[src/sv/hcba_pkg.sv]
// Shared types and constants for the heap card barrier allocator.
// No dependencies; the other files except hcba_ram refer to it by scoped names.
package hcba_pkg;

    localparam int CFG_W   = 31;
    localparam int CELL_W  = 30;
    localparam int COUNT_W = 21;

    typedef enum logic [2:0] {
        CMD_MARK    = 3'd0,
        CMD_QUERY   = 3'd1,
        CMD_ALLOC   = 3'd2,
        CMD_RESERVE = 3'd3,
        CMD_SET_PTR = 3'd4
    } t_cmd;

    localparam logic [1:0] STS_OK     = 2'd0;
    localparam logic [1:0] STS_NOROOM = 2'd1;
    localparam logic [1:0] STS_RANGE  = 2'd2;

    localparam logic [2:0] REG_OLD_BASE    = 3'd0;
    localparam logic [2:0] REG_OLD_END     = 3'd1;
    localparam logic [2:0] REG_NEW_START   = 3'd2;
    localparam logic [2:0] REG_ALLOC_LIMIT = 3'd3;
    localparam logic [2:0] REG_HEAP_BASE   = 3'd4;
    localparam logic [2:0] REG_HEAP_END    = 3'd5;

    typedef struct packed {
        logic [2:0]         cmd;
        logic [CELL_W-1:0]  cell_addr;
        logic [COUNT_W-1:0] cell_count;
    } t_in_item;

    typedef struct packed {
        logic [1:0]        status;
        logic              in_old;
        logic              in_new;
        logic              in_heap;
        logic              card_set;
        logic [CELL_W-1:0] alloc_addr;
    } t_out_item;

    typedef enum logic [2:0] {
        ST_CLEAR,
        ST_IDLE,
        ST_CALC,
        ST_READ,
        ST_WBACK
    } t_state;

    // controller -> datapath
    typedef struct packed {
        logic clear;
        logic load;
        logic calc;
        logic read;
        logic wback;
    } t_dp_cmd;

    // datapath -> controller
    typedef struct packed {
        logic clear_last;
    } t_dp_sts;

endpackage

[src/sv/hcba_ctrl.sv]
// Sequencing state machine: card store clearing pass, then one item per pass
// through calc, card read and write-back. Uses hcba_pkg.
module hcba_ctrl (
    input  logic              i_clk,
    input  logic              i_rst_n,
    input  logic              i_start,
    input  hcba_pkg::t_dp_sts i_sts,
    output hcba_pkg::t_dp_cmd o_cmd,
    output logic              o_busy
);

    hcba_pkg::t_state r_state;
    hcba_pkg::t_state n_state;

    always_ff @(posedge i_clk) begin
        if (!i_rst_n) begin
            r_state <= hcba_pkg::ST_CLEAR;
        end else begin
            r_state <= n_state;
        end
    end

    always_comb begin
        n_state = r_state;
        o_cmd   = '0;
        o_busy  = 1'b1;
        unique case (r_state)
            hcba_pkg::ST_CLEAR: begin
                o_cmd.clear = 1'b1;
                if (i_sts.clear_last) begin
                    n_state = hcba_pkg::ST_IDLE;
                end
            end
            hcba_pkg::ST_IDLE: begin
                o_busy = 1'b0;
                if (i_start) begin
                    o_cmd.load = 1'b1;
                    n_state    = hcba_pkg::ST_CALC;
                end
            end
            hcba_pkg::ST_CALC: begin
                o_cmd.calc = 1'b1;
                n_state    = hcba_pkg::ST_READ;
            end
            hcba_pkg::ST_READ: begin
                o_cmd.read = 1'b1;
                n_state    = hcba_pkg::ST_WBACK;
            end
            hcba_pkg::ST_WBACK: begin
                o_cmd.wback = 1'b1;
                n_state     = hcba_pkg::ST_IDLE;
            end
            default: begin
                n_state = hcba_pkg::ST_CLEAR;
            end
        endcase
    end

endmodule

[config.mk]
export PLATFORM = sky130hd
export DESIGN_NAME = hcba_ctrl
export DESIGN_NICKNAME = d
export VERILOG_FILES = /design/src/sv/hcba_pkg.sv /design/src/sv/hcba_ctrl.sv
export SDC_FILE = /design/constraint.sdc
export NUM_CORES = 1
export LEC_CHECK = 0
export BUFFER_PORTS_ARGS = -buffer_cell sky130_fd_sc_hd__buf_2
export CAP_MARGIN = 10
export CORE_AREA = 4 4 41 43
export CTS_CLUSTER_SIZE = 10
export DETAILED_ROUTE_END_ITERATION = 8
export DIE_AREA = 0 0 45 47
export GPL_ROUTABILITY_DRIVEN = 1
export PLACE_DENSITY = 0.41
export SLEW_MARGIN = 20
export SYNTH_ARGS = -nofsm -noshare
export SYNTH_HDL_FRONTEND = slang
export SYNTH_SLANG_ARGS = --single-unit
[constraint.sdc]
create_clock -name i_clk -period 1.6 [get_ports i_clk]
set_input_delay 0.32 -clock i_clk [delete_from_list [all_inputs] [get_ports i_clk]]
set_output_delay 0.32 -clock i_clk [all_outputs]
set_load 0.03 [all_outputs]
# Word level (Yosys, flattened, before mapping)
# Cells that the tools add are included.
[word_totals]
reg_bits = 3
input_bits = 4
[classes]
eq_ne = 6
mux = 10
n_reduce_logical = 2
[op_table]
columns = ["operator", "count"]
rows = [
  ["case mux 3 bit (5 select lines)", 1],
  ["2-to-1 mux 1 bit", 7],
  ["equality test 3 x 2 -> 1 bit (second input constant)", 2],
  ["2-to-1 mux 3 bit", 2],
  ["inequality test 2 bit (second input constant)", 2],
  ["equality test 3 x 1 -> 1 bit (second input constant)", 1],
  ["equality test 3 bit (second input constant)", 1],
  ["zero test 3 bit", 1],
  ["AND reduction 2 bit", 1],
]

# Logic depth before layout (Yosys ltp)
[depth]
depth_word = 3
ltp_mapped = 4
ltp_nobuf = 3

# Worst setup path after synthesis
# No wires, ideal clock.
[synth_timing]
path_type = "flip-flop to output port"
from = "register r_state[2]"
to = "output port o_cmd[0] (netlist name)"
arrival_ps = 1170
path_slack_ps = 110
stages_incl_launch_ff = 2
path_buffers = 0
cell_sequence = "dfxtp_1 -> nor3b_1"
[synth_rtl]
columns = ["item", "line_no", "rtl"]
rows = [
  ["start, declared", "hcba_ctrl.sv:12", "hcba_pkg::t_state r_state;"],
  ["start signal, assigned", "hcba_ctrl.sv:17", "r_state <= hcba_pkg::ST_CLEAR;"],
  ["start signal, assigned", "hcba_ctrl.sv:19", "r_state <= n_state;"],
  ["end, declared", "hcba_ctrl.sv:8", "output hcba_pkg::t_dp_cmd o_cmd,"],
]

==> metrics <==
Reg2Reg Setup Slack=0.52 ns; Syn Area/Cell=8.88 sq um; Logic pwr share=21.9%; Ant. Diodes=0; hold buffers post-CTS=0; first-pass GRT wire length=752 um; max capacitance violation total=0; Tmin final=1.52 ns; Yosys cell types=17; drt drc=0; ratio of cells with drive above 1 in the final layout=46.9%; antenna-violating nets left=0; most common cell after layout, fill and taps aside=buf_2; Placement Setup Slack=0.325 ns; status=finished clean; highest clock rate=658 MHz; largest net degree at the start of global routing=10; Crit Path Class=flop to output pin; CTS tree=done; die width=45 um; per-cell routed wire length=9.02 um; hpwl dp=343 um; fin cells=47; CTS-repair resized insts=0; Setup TNS=0 ns; clock slew at reported path FFs=0.04 ns; root buf cell=clkbuf_4; HP Start=i_rst_n; Int Pwr=0.199 mW; io pins=10; Synth area leaders=dfxtp_1 (32%), nand2b_4 (7.4%), buf_6 (6.0%), nor3_1 (5.4%), and3b_1 (4.7%); worst vdd ir=397 uV; vias per cell=3.87; vias in the first global route=176; Nets=37; unrepaired setup endpoints after global routing=no; switching power=0.0870 mW; placed cells=43; Pleak=0.121 nW; row count=13; RD Place Congestion=0.678; DR vias=182; max FFs per register=3; Synth Warn #=0; crit start category=flop; Cell Pwr Density=1110 nW/um^2; initial detailed-routing violation count=0; port bufs=9; CP max FO=8; H-tree levels=1; sequential fraction of the synthesis area=32.2%; Slew @ Worst Pin=0.305 ns; total die area=2120 sq um; biggest regs=r_state: 3 flops; drt first pass iters=1; postcts setup bufs=0; area grow syn2layout=38.3%; final core utilization=19.8%; most frequent cells in the layout=buf_2 (9), clkbuf_4 (3), dfxtp_1 (3); FF+latch count, synth=3; number of setup violations in the final report=0; power share of the clock group=46.2%; Reg-to-Reg End=r_state[0]$_SDFFE_PN0P_; GRT overflow=0; Final Skew=0.00358 ns; initial antenna violation count=0; Hold WS=0.332 ns; worst path required time=1.28 ns; Clock Sinks=3; GRT Total Usage=5.13%; clk_lat worst skew=0.23 ns; r2r worst-path depth=3; final WL=424 um; Cell Area, Synth=186 sq um; switching share of total power=30.5%; Slew headroom=79.6%; CTS buffer count=3; Yosys top cell by area=dfxtp_1; Worst Hold End=r_state[2]$_SDFFE_PN0P_; max-slew violations=0; core box area=1300 sq um; final hold vios=0; Worst R2R Start=r_state[0]$_SDFFE_PN0P_; Post-Syn Instances=21; slack of the critical path=0.0812 ns; Final period util=94.9%; Hold WC Path Type=input port to flop; Worst setup EP type=output pin; Synthesized Nets=25; Die Ht=47 um; clock buffer depth=2; Arr. time, crit path=1.20 ns; largest reg by FF count=r_state; Seq pwr share=31.9%; effective utilization at floorplan=14.3%; area share of the largest cell type after synthesis=32.2%; hold depth=2
==> cell families (layout without fill, tap and decap cells) <==
group / count (synthesis) / in the layout / synth area share (%)
AOI/OAI and AO/OA: 2 / 2 / 7.38
DFF: 3 / 3 / 32.2
and+or+nand+nor: 14 / 14 / 50.3
buffers and inverters: 2 / 13 / 10.1
==> metal layers <==
layer	share of wire [%]	up-vias	global-route usage [%]
li1	-	94	-
met1	36	85	4.54
met2	60	3	9.32
met3	3.5	0	1.15
met4	0	0	5.26
met5	0	-	0
==> synthesized netlist by cell type, drive strengths merged <==
library cell	instances
dfxtp	3
nor2	3
buf	2
nand2b	2
nor3	2
a21oi	1
and2	1
and3	1
and3b	1
nand2	1
nand3b	1
nor3b	1
nor4b	1
o31a	1
==> metrics by stage <==
step                cell area, sq um  power (mW)
detailed placement               231       0.156
global route                     258       0.301
finish                           258       0.286
global placement                 231       0.155
floorplan                        186       0.143
CTS                              258       0.293
==> worst max-delay path, cell delays in order, from the launching register on <==
cell     delay, ns
dfxtp_1       0.49
nor2_1        0.10
and3_2        0.21
buf_2         0.17
==> power groups by stage <==
stage | logic, mW | clock network, mW | registers [mW]
final | 0.0625 | 0.132 | 0.0912
after floorplan | 0.0564 | 0 | 0.0865
after global placement | 0.0636 | 0 | 0.0916
after CTS | 0.0639 | 0.138 | 0.0909
after global routing | 0.0691 | 0.140 | 0.0927
after detailed placement | 0.0638 | 0 | 0.0922
==> worst max path at each step <==
stage                                 start        to  slack, ns  cells after the start
floorplan           r_state[2]$_SDFFE_PN0P_  o_cmd[0]       0.11                      1
global route        r_state[1]$_SDFFE_PN0P_  o_cmd[3]       0.03                      3
detailed placement  r_state[1]$_SDFFE_PN0P_  o_cmd[3]       0.33                      3
global placement    r_state[1]$_SDFFE_PN0P_  o_cmd[3]       0.35                      3
CTS                 r_state[1]$_SDFFE_PN0P_  o_cmd[3]       0.08                      3
finish              r_state[1]$_SDFFE_PN0P_  o_cmd[3]       0.08                      3
==> cell type report <==
class,instances,area (sq um)
repair buffers,9,45.0
well taps,15,18.8
multi-input cells,16,108
flip-flops and latches,3,60.1
clock buffers,4,26.3
fillers,152,1040
Note: power is estimated with default switching activity, not from simulation.
